**config.mk**
```make
export PLATFORM = sky130hd
export DESIGN_NAME = address_region_table
export DESIGN_NICKNAME = d
export VERILOG_FILES = /design/src/sv/art_pkg.sv /design/src/sv/art_ram.sv /design/src/sv/art_engine.sv /design/src/sv/address_region_table.sv
export SDC_FILE = /design/constraint.sdc
export NUM_CORES = 1
export LEC_CHECK = 0
export ABC_AREA = 1
export CORE_ASPECT_RATIO = 1.5
export CORE_MARGIN = 2
export CORE_UTILIZATION = 40
export CTS_CLUSTER_DIAMETER = 100
export DETAILED_ROUTE_END_ITERATION = 10
export DONT_BUFFER_PORTS = 1
export GPL_ROUTABILITY_DRIVEN = 0
export MAX_ROUTING_LAYER = met4
export PLACE_DENSITY = 0.66
export RECOVER_POWER = 50
export SLEW_MARGIN = 15
export SYNTH_ARGS = -nofsm -noshare
export SYNTH_HDL_FRONTEND = slang
export SYNTH_SLANG_ARGS = --single-unit
```
**constraint.sdc**
```tcl
create_clock -name i_clk -period 5.55 [get_ports i_clk]
set_input_delay 1.3875 -clock i_clk [delete_from_list [all_inputs] [get_ports i_clk]]
set_output_delay 1.3875 -clock i_clk [all_outputs]
set_load 0.005 [all_outputs]
```
**src/sv/art_pkg.sv**
```systemverilog
`timescale 1ns / 1ps

package art_pkg;

    // item modes
    typedef enum logic [1:0] {
        MODE_DEFINE     = 2'd0,
        MODE_LOAD_BEGIN = 2'd1,
        MODE_LOAD_END   = 2'd2,
        MODE_LOOKUP     = 2'd3
    } t_mode;

    // lookup classes
    typedef enum logic [1:0] {
        KIND_UNUSED = 2'd0,
        KIND_CODE   = 2'd1,
        KIND_STACK  = 2'd2,
        KIND_KERNEL = 2'd3
    } t_kind;

    // result status codes
    localparam logic STATUS_OK   = 1'b0;
    localparam logic STATUS_FULL = 1'b1;

    // read, write and execute
    localparam logic [2:0] PERM_ALL = 3'b111;

    // sequencer states
    typedef enum logic [2:0] {
        ST_IDLE,
        ST_DEF_PREP,
        ST_DEF_SCAN,
        ST_DEF_INS,
        ST_LOAD,
        ST_LOOK,
        ST_DONE
    } t_state;

    // one input beat
    typedef struct packed {
        t_mode       mode;
        logic [31:0] address;
        logic [31:0] region_length;
        logic [2:0]  perms;
    } t_item;

    // one result beat
    typedef struct packed {
        logic        status;
        t_kind       seg_kind;
        logic [2:0]  perms;
        logic        found;
    } t_result;

    // one table entry as stored in memory
    typedef struct packed {
        logic [31:0] base;
        logic [31:0] length;
        logic [2:0]  perms;
        logic [2:0]  saved_perms;
        logic        stack_mark;
    } t_entry;

endpackage

```
**src/sv/art_ram.sv**
```systemverilog
`timescale 1ns / 1ps

module art_ram #(
    parameter int WIDTH = 8,
    parameter int DEPTH = 8
) (
    input  logic                                       i_clk,
    input  logic                                       i_we,
    input  logic [((DEPTH > 1) ? $clog2(DEPTH) : 1)-1:0] i_waddr,
    input  logic [WIDTH-1:0]                           i_wdata,
    input  logic [((DEPTH > 1) ? $clog2(DEPTH) : 1)-1:0] i_raddr,
    output logic [WIDTH-1:0]                           o_rdata
);

    logic [WIDTH-1:0] r_mem [DEPTH];
    logic [WIDTH-1:0] r_rdata;

    // one write port, one registered read port
    always_ff @(posedge i_clk) begin
        if (i_we) begin
            r_mem[i_waddr] <= i_wdata;
        end
        r_rdata <= r_mem[i_raddr];
    end

    assign o_rdata = r_rdata;

endmodule

```
**src/sv/art_engine.sv**
```systemverilog
`timescale 1ns / 1ps

module art_engine #(
    parameter int MAX_REGIONS = 8,
    parameter int PAGE_BITS   = 12,
    parameter int IDX_W       = 3,
    parameter int CNT_W       = 4
) (
    input  logic               i_clk,
    input  logic               i_rst_n,
    input  logic               i_start,
    input  art_pkg::t_item     i_item,
    input  logic [31:0]        i_stack_top,
    output logic               o_idle,
    output logic               o_res_vld,
    output art_pkg::t_result   o_res,
    input  logic               i_res_take,
    output logic               o_ram_we,
    output logic [IDX_W-1:0]   o_ram_waddr,
    output art_pkg::t_entry    o_ram_wdata,
    output logic [IDX_W-1:0]   o_ram_raddr,
    input  art_pkg::t_entry    i_ram_rdata
);

    import art_pkg::*;

    localparam logic [31:0] PAGE_MASK = (32'd1 << PAGE_BITS) - 32'd1;

    // bounds of one entry, precomputed ahead of the lookup compares
    typedef struct packed {
        logic [31:0] base;
        logic [31:0] s;      // base - length for stack, base + length otherwise
        logic [31:0] q;      // base - length - 1
        logic [2:0]  perms;
        logic        stack_mark;
    } t_bnd;

    t_state           r_state, n_state;
    logic [CNT_W-1:0] r_count, n_count;
    t_mode            r_mode, n_mode;
    logic [31:0]      r_addr, n_addr;
    t_entry           r_new, n_new;
    logic [31:0]      r_size1, n_size1;
    logic [IDX_W-1:0] r_idx, n_idx;
    logic             r_iss, n_iss;
    logic             r_a_vld, n_a_vld;
    logic [IDX_W-1:0] r_a_idx, n_a_idx;
    logic             r_b_vld, n_b_vld;
    logic [IDX_W-1:0] r_b_idx, n_b_idx;
    t_bnd             r_b, n_b;
    t_result          r_res, n_res;
    logic             r_kdone, n_kdone;
    logic             r_pdone, n_pdone;

    logic [CNT_W-1:0] cnt_last;
    logic [IDX_W-1:0] last_idx;
    logic [CNT_W-1:0] idx_next;
    logic [IDX_W-1:0] a_up;
    t_entry           ent;
    logic             kind_hit;
    logic             perm_hit;
    logic             kd, pd;

    assign cnt_last = r_count - CNT_W'(1);
    assign last_idx = cnt_last[IDX_W-1:0];
    assign idx_next = CNT_W'(r_idx) + CNT_W'(1);
    assign a_up     = IDX_W'(CNT_W'(r_a_idx) + CNT_W'(1));
    assign ent      = i_ram_rdata;

    // range checks on the entry held in the compare stage
    always_comb begin
        if (r_b.stack_mark) begin
            kind_hit = (r_addr >= r_b.q) && (r_addr <= r_b.base);
            perm_hit = (r_addr > r_b.s) && (r_addr < r_b.base);
        end else begin
            kind_hit = (r_addr >= r_b.base) && ((r_b.s == 32'd0) || (r_addr < r_b.s));
            perm_hit = (r_addr >= r_b.base) && (r_addr < r_b.s);
        end
    end

    // state register
    always_ff @(posedge i_clk) begin
        if (!i_rst_n) begin
            r_state <= ST_IDLE;
        end else begin
            r_state <= n_state;
        end
    end

    // control and datapath registers
    always_ff @(posedge i_clk) begin
        if (!i_rst_n) begin
            r_count <= '0;
            r_iss   <= 1'b0;
            r_a_vld <= 1'b0;
            r_b_vld <= 1'b0;
        end else begin
            r_count <= n_count;
            r_iss   <= n_iss;
            r_a_vld <= n_a_vld;
            r_b_vld <= n_b_vld;
        end
        r_mode  <= n_mode;
        r_addr  <= n_addr;
        r_new   <= n_new;
        r_size1 <= n_size1;
        r_idx   <= n_idx;
        r_a_idx <= n_a_idx;
        r_b_idx <= n_b_idx;
        r_b     <= n_b;
        r_res   <= n_res;
        r_kdone <= n_kdone;
        r_pdone <= n_pdone;
    end

    // next state, memory access and result gathering
    always_comb begin
        n_state     = r_state;
        n_count     = r_count;
        n_mode      = r_mode;
        n_addr      = r_addr;
        n_new       = r_new;
        n_size1     = r_size1;
        n_idx       = r_idx;
        n_iss       = 1'b0;
        n_a_vld     = 1'b0;
        n_a_idx     = r_a_idx;
        n_b_vld     = 1'b0;
        n_b_idx     = r_b_idx;
        n_b         = r_b;
        n_res       = r_res;
        n_kdone     = r_kdone;
        n_pdone     = r_pdone;
        kd          = r_kdone;
        pd          = r_pdone;
        o_ram_we    = 1'b0;
        o_ram_waddr = r_a_idx;
        o_ram_wdata = r_new;
        o_ram_raddr = r_idx;
        o_res_vld   = 1'b0;

        unique case (r_state)
            ST_IDLE: begin
                if (i_start) begin
                    n_mode  = i_item.mode;
                    n_addr  = i_item.address;
                    n_res   = '0;
                    n_kdone = 1'b0;
                    n_pdone = 1'b0;
                    n_idx   = '0;
                    unique case (i_item.mode)
                        MODE_DEFINE: begin
                            if (r_count >= CNT_W'(MAX_REGIONS)) begin
                                n_res.status = STATUS_FULL;
                                n_state      = ST_DONE;
                            end else begin
                                n_new.base        = i_item.address & ~PAGE_MASK;
                                n_new.perms       = i_item.perms;
                                n_new.saved_perms = i_item.perms;
                                n_size1 = i_item.region_length + (i_item.address & PAGE_MASK);
                                n_state = ST_DEF_PREP;
                            end
                        end
                        MODE_LOAD_BEGIN, MODE_LOAD_END: begin
                            if (r_count == '0) begin
                                n_state = ST_DONE;
                            end else begin
                                n_iss   = 1'b1;
                                n_state = ST_LOAD;
                            end
                        end
                        MODE_LOOKUP: begin
                            if (i_item.address >= i_stack_top) begin
                                n_kdone        = 1'b1;
                                n_res.seg_kind = KIND_KERNEL;
                            end
                            if (r_count == '0) begin
                                n_state = ST_DONE;
                            end else begin
                                n_iss   = 1'b1;
                                n_state = ST_LOOK;
                            end
                        end
                        default: n_state = ST_IDLE;
                    endcase
                end
            end

            // round the size to whole pages and mark the stack region
            ST_DEF_PREP: begin
                n_new.length     = (r_size1 + PAGE_MASK) & ~PAGE_MASK;
                n_new.stack_mark = (r_new.base == i_stack_top);
                if (r_count == '0) begin
                    n_state = ST_DEF_INS;
                end else begin
                    n_idx   = last_idx;
                    n_iss   = 1'b1;
                    n_state = ST_DEF_SCAN;
                end
            end

            // walk down from the top, moving entries up one slot until the
            // insertion point; an occupied slot is written only after it was read
            ST_DEF_SCAN: begin
                if (r_iss) begin
                    n_a_vld = 1'b1;
                    n_a_idx = r_idx;
                    n_idx   = r_idx - IDX_W'(1);
                    n_iss   = (r_idx != '0);
                end
                if (r_a_vld) begin
                    o_ram_we    = 1'b1;
                    o_ram_waddr = a_up;
                    if (ent.base >= r_new.base) begin
                        o_ram_wdata = ent;
                        if (r_a_idx == '0) begin
                            n_iss   = 1'b0;
                            n_a_vld = 1'b0;
                            n_state = ST_DEF_INS;
                        end
                    end else begin
                        o_ram_wdata = r_new;
                        n_count     = r_count + CNT_W'(1);
                        n_iss       = 1'b0;
                        n_a_vld     = 1'b0;
                        n_state     = ST_DONE;
                    end
                end
            end

            // new region goes to the bottom slot
            ST_DEF_INS: begin
                o_ram_we    = 1'b1;
                o_ram_waddr = '0;
                o_ram_wdata = r_new;
                n_count     = r_count + CNT_W'(1);
                n_state     = ST_DONE;
            end

            // save or restore permissions entry by entry
            ST_LOAD: begin
                if (r_iss) begin
                    n_a_vld = 1'b1;
                    n_a_idx = r_idx;
                    n_idx   = idx_next[IDX_W-1:0];
                    n_iss   = (idx_next < r_count);
                end
                if (r_a_vld) begin
                    o_ram_we    = 1'b1;
                    o_ram_waddr = r_a_idx;
                    o_ram_wdata = ent;
                    if (r_mode == MODE_LOAD_BEGIN) begin
                        o_ram_wdata.saved_perms = ent.perms;
                        o_ram_wdata.perms       = PERM_ALL;
                    end else begin
                        o_ram_wdata.perms = ent.saved_perms;
                    end
                    if (r_a_idx == last_idx) begin
                        n_iss   = 1'b0;
                        n_a_vld = 1'b0;
                        n_state = ST_DONE;
                    end
                end
            end

            // read, bound, compare: first hit wins for class and permission
            ST_LOOK: begin
                if (r_iss) begin
                    n_a_vld = 1'b1;
                    n_a_idx = r_idx;
                    n_idx   = idx_next[IDX_W-1:0];
                    n_iss   = (idx_next < r_count);
                end
                if (r_a_vld) begin
                    n_b_vld        = 1'b1;
                    n_b_idx        = r_a_idx;
                    n_b.base       = ent.base;
                    n_b.s          = ent.stack_mark ? (ent.base - ent.length)
                                                    : (ent.base + ent.length);
                    n_b.q          = ent.base + ~ent.length;
                    n_b.perms      = ent.perms;
                    n_b.stack_mark = ent.stack_mark;
                end
                if (r_b_vld) begin
                    if (!kd && kind_hit) begin
                        n_res.seg_kind = r_b.stack_mark ? KIND_STACK : KIND_CODE;
                        kd = 1'b1;
                    end
                    // a stack entry ends the permission search either way
                    if (!pd && (r_b.stack_mark || perm_hit)) begin
                        pd = 1'b1;
                        if (perm_hit) begin
                            n_res.found = 1'b1;
                            n_res.perms = r_b.perms;
                        end
                    end
                    n_kdone = kd;
                    n_pdone = pd;
                    if ((r_b_idx == last_idx) || (kd && pd)) begin
                        n_iss   = 1'b0;
                        n_a_vld = 1'b0;
                        n_b_vld = 1'b0;
                        n_state = ST_DONE;
                    end
                end
            end

            // hold the result until the output register takes it
            ST_DONE: begin
                o_res_vld = 1'b1;
                if (i_res_take) begin
                    n_state = ST_IDLE;
                end
            end

            default: n_state = ST_IDLE;
        endcase
    end

    assign o_idle = (r_state == ST_IDLE);
    assign o_res  = r_res;

endmodule

```
**src/sv/address_region_table.sv**
```systemverilog
`timescale 1ns / 1ps

// channel | direction | handshake              | payload
// in      | input     | i_in_valid / o_in_stall  | i_mode, i_address, i_region_length, i_perms_in
// out     | output    | o_out_valid / i_out_stall | o_status, o_seg_kind, o_perms_out, o_perms_found
// cfg     | input     | i_cfg_valid / o_cfg_ready | i_cfg_data (stack top)
//
// One item at a time; the table lives in one RAM with one read and one write port,
// and every mode walks it at one entry per cycle. A lookup takes each entry through
// read, bound and compare stages. A full-table define or a load or lookup on an empty
// table goes straight to the result without walking the table.
// Reset empties the table and sets the stack top to 0x80000000; the RAM is not cleared.
// A result waits in the output register under stall while the next item is taken.

module address_region_table #(
    parameter int MAX_REGIONS = 8,
    parameter int PAGE_BITS   = 12
) (
    input  logic        i_clk,
    input  logic        i_rst_n,
    input  logic        i_in_valid,
    output logic        o_in_stall,
    input  logic [1:0]  i_mode,
    input  logic [31:0] i_address,
    input  logic [31:0] i_region_length,
    input  logic [2:0]  i_perms_in,
    output logic        o_out_valid,
    input  logic        i_out_stall,
    output logic        o_status,
    output logic [1:0]  o_seg_kind,
    output logic [2:0]  o_perms_out,
    output logic        o_perms_found,
    input  logic        i_cfg_valid,
    output logic        o_cfg_ready,
    input  logic [31:0] i_cfg_data
);

    import art_pkg::*;

    localparam int IDX_W = (MAX_REGIONS > 1) ? $clog2(MAX_REGIONS) : 1;
    localparam int CNT_W = $clog2(MAX_REGIONS + 1);

    logic             eng_idle;
    logic             in_beat;
    t_item            item;
    logic             res_vld;
    t_result          res;
    logic             res_take;
    logic             ram_we;
    logic [IDX_W-1:0] ram_waddr;
    t_entry           ram_wdata;
    logic [IDX_W-1:0] ram_raddr;
    t_entry           ram_rdata;
    logic [31:0]      r_stack_top;
    logic             r_out_vld;
    t_result          r_out;

    // stack top register
    assign o_cfg_ready = 1'b1;
    always_ff @(posedge i_clk) begin
        if (!i_rst_n) begin
            r_stack_top <= 32'h8000_0000;
        end else if (i_cfg_valid && o_cfg_ready) begin
            r_stack_top <= i_cfg_data;
        end
    end

    // input beat
    assign o_in_stall         = !eng_idle;
    assign in_beat            = i_in_valid && !o_in_stall;
    assign item.mode          = t_mode'(i_mode);
    assign item.address       = i_address;
    assign item.region_length = i_region_length;
    assign item.perms         = i_perms_in;

    art_engine #(
        .MAX_REGIONS(MAX_REGIONS),
        .PAGE_BITS  (PAGE_BITS),
        .IDX_W      (IDX_W),
        .CNT_W      (CNT_W)
    ) u_engine (
        .i_clk      (i_clk),
        .i_rst_n    (i_rst_n),
        .i_start    (in_beat),
        .i_item     (item),
        .i_stack_top(r_stack_top),
        .o_idle     (eng_idle),
        .o_res_vld  (res_vld),
        .o_res      (res),
        .i_res_take (res_take),
        .o_ram_we   (ram_we),
        .o_ram_waddr(ram_waddr),
        .o_ram_wdata(ram_wdata),
        .o_ram_raddr(ram_raddr),
        .i_ram_rdata(ram_rdata)
    );

    art_ram #(
        .WIDTH($bits(t_entry)),
        .DEPTH(MAX_REGIONS)
    ) u_table (
        .i_clk  (i_clk),
        .i_we   (ram_we),
        .i_waddr(ram_waddr),
        .i_wdata(ram_wdata),
        .i_raddr(ram_raddr),
        .o_rdata(ram_rdata)
    );

    // output register, loads when empty or draining
    assign res_take = res_vld && (!r_out_vld || !i_out_stall);
    always_ff @(posedge i_clk) begin
        if (!i_rst_n) begin
            r_out_vld <= 1'b0;
        end else if (res_take) begin
            r_out_vld <= 1'b1;
        end else if (!i_out_stall) begin
            r_out_vld <= 1'b0;
        end
        if (res_take) begin
            r_out <= res;
        end
    end

    assign o_out_valid   = r_out_vld;
    assign o_status      = r_out.status;
    assign o_seg_kind    = r_out.seg_kind;
    assign o_perms_out   = r_out.perms;
    assign o_perms_found = r_out.found;

endmodule

```
==> results.ini <==
[worst_setup_path]
crit_chain=inv_2 > nor2_2 > clkbuf_1 > nor2_2 > buf_4 > o21ai_0 > nand2_1 > nor2_1 > buf_12
critical_path.max_fanout=39
crit_path_max_incr_delay_ns=1.66
end_kind=register
slowest_stage=nor2_1
crit_type=register to register
critical_path_buf_inv_count=4
r2r_slack_ns=0.49
worstPathRequired_ns=5.88
crit_arrival_ns=5.39
crit_top_cell=nor2_2
critPathTopFamily=simple AND/OR/NAND/NOR gates
start_kind=register

[sta]
fin_setup_tns_ns=0
worst_pin_slew_ns=3.27
slew_headroom_pct=-118
clock_skew_ns=0.0302
setup_viol=0
fmax_mhz=198
maxSlewViolCount=625
period_minus_slack_ns=5.06
period_share_pct=91.2
holdWs_ns=0.425
rsz0062_at_grt=false
final_hold_viol_count=0

[synth]
synth_nets=4531
async_reset_ff_share_pct=0
synth_seq_area_share_pct=60.0
synth-main-ff-cell=edfxtp_1
synth_top_area_share_pct=54.8
synth_area_leaders=edfxtp_1 55%, ha_1 6.7%, nor2_1 5.9%
synth_edf_count=803
netlist_area_mm2=0.0440
ys_types=64
synth_cells=4186
yosys_warnings=0
synth_top_cell_by_area=edfxtp_1
avgSynthCellArea_um2=10.5
ys_ff_latch=917

[cells_and_area]
area_growth_pct=9.97
final_util_pct=44.2
mostFrequentLayoutCell=edfxtp_1
final_nets=4508
final_cell_mix=803 x edfxtp_1, 697 x nor2_1, 443 x o21ai_0
drive_above_1_share_pct=5.25
fin_cells=5701

[routing]
drt-total-wl_um=125000
ant_nets=0
routedWlPerCell_um=22.0
vias=31500
drt_iter0_markers=2939
drc=0
first_pass_iters=5
via_per_inst=5.52

[clock_tree]
cts.sinks=917
insertion_delay_ns=0.69
numCtsBuffers=81
path_clk_slew_ns=0.07
cts.path.max_buffers=3
cts_resized=0
htreeDepth=3
cts-root-buf=clkbuf_16
cts_hold_buf=0
post-cts-setup-buffer-count=0
cts_tree=done

[placed_design]
detailedPlacementHpwl_um=84200
dp.cells=5514
io_buffers=0

[grt]
grt_max_degree=187
grt_pass1_wl_um=185000
grt_overflow=0
grt_antenna_before_repair=14
grtUsageMet1_pct=25.9
grt_util_met2_pct=37.6
busiest_layer=met2
globalRouteMet3Util_pct=3.11
grtUsageTotal_pct=22.5
grt_pass1_vias=30300

[die]
core_area_mm2=0.110
die_w_um=275
die_h_um=410
pin_count=116
initial_utilization_pct=40.2
die_area_mm2=0.113
num_rows=149

[worst_hold_path]
hp-class=register to register

[power_and_ir_drop]
vdd_drop_max_v=0.000368
p_leak_nw=17.8
p_per_area_mw_per_mm2=550

[job]
maxCapViolCount=14

[status]
status=complete, but fails checks
violations=max-capacitance violations, max-slew violations

metal layers:
layer / share of wire [%] / up-vias
met5: 0 / -
met4: 5.8 / 0
met3: 7.3 / 298
met2: 50 / 1356
met1: 37 / 15100
li1: - / 14700
worst register-to-register path, cell delays in order (launching register included):
cell      delay, ns
dfxtp_1        0.41
inv_2          0.09
nor2_2         0.11
clkbuf_1       1.08
nor2_2         0.06
buf_4          0.32
o21ai_0        0.29
nand2_1        0.23
nor2_1         1.66
buf_12         0.39
path summary, 6_finish.rpt:
path,from,end,depth (start not counted)
setup / recovery,u_engine.r_state[2],u_table.r_mem[0][11],9
hold / removal,u_engine.o_res[5],o_seg_kind[1],0
setup reg to reg,u_engine.r_state[2],u_table.r_mem[0][11],9
hold reg to reg,u_engine.o_res[5],o_seg_kind[1],0
report_power, final:
group	leakage (nW)	switching, mW	total (mW)	internal (mW)
logic	8.57	7.53	11.0	3.51
clock network	1.36	2.64	6.00	3.37
registers	7.88	0.626	9.60	8.97
total	17.8	10.8	26.6	15.8
state kept, by name, summed over array words and instances, names as in the netlist, 4 cells and up:
register	flops
u_engine.r_size1	32
u_engine.r_new	44
u_engine.r_count	4
u_engine.r_b	100
u_engine.o_res	7
u_table.r_mem	568
u_table.o_rdata	71
u_engine.r_addr	32
r_stack_top	32
cell usage after synthesis, types with 73 or more instances:
| master | n |
|---|---|
| nor2_1 | 697 |
| clkbuf_1 | 123 |
| ha_1 | 236 |
| a21oi_1 | 234 |
| a31oi_1 | 84 |
| xor2_1 | 127 |
| o22ai_1 | 73 |
| inv_1 | 381 |
| dfxtp_1 | 114 |
| edfxtp_1 | 803 |
| nand2_1 | 410 |
| o21ai_0 | 427 |
logic make-up after synthesis:
logic type                 count (synthesis)  synth area share, %
and+or+nand+nor                         1325                 12.5
AOI/OAI and AO/OA                        981                 12.5
DFF                                      917                 60.0
buffers and inverters                    562                 4.91
adders and majority gates                239                 6.85
xor gates and xnor gates                 161                 3.22
other                                      1              0.00852
cell type report:
cell class	instances	area [um^2]
clock inverters	49	574
well taps	1434	1790
clock buffers	102	2240
diodes	36	90.1
multi-input cells	2707	15300
repair buffers	56	474
flip-flops and latches	917	26400
fillers	10100	61200
inverters	400	1510
stage by stage:
step | setup slack, ns | instance area [um^2] | power (mW)
CTS | 0.779 | 48700 | 26.7
finish | 0.487 | 48400 | 26.6
global placement | 0.854 | 45900 | 20.6
floorplan | 0.494 | 44000 | 17.2
detailed placement | 0.813 | 45900 | 20.7
global route | 0.264 | 48400 | 28.1
Note: power is estimated with default switching activity, not from simulation.
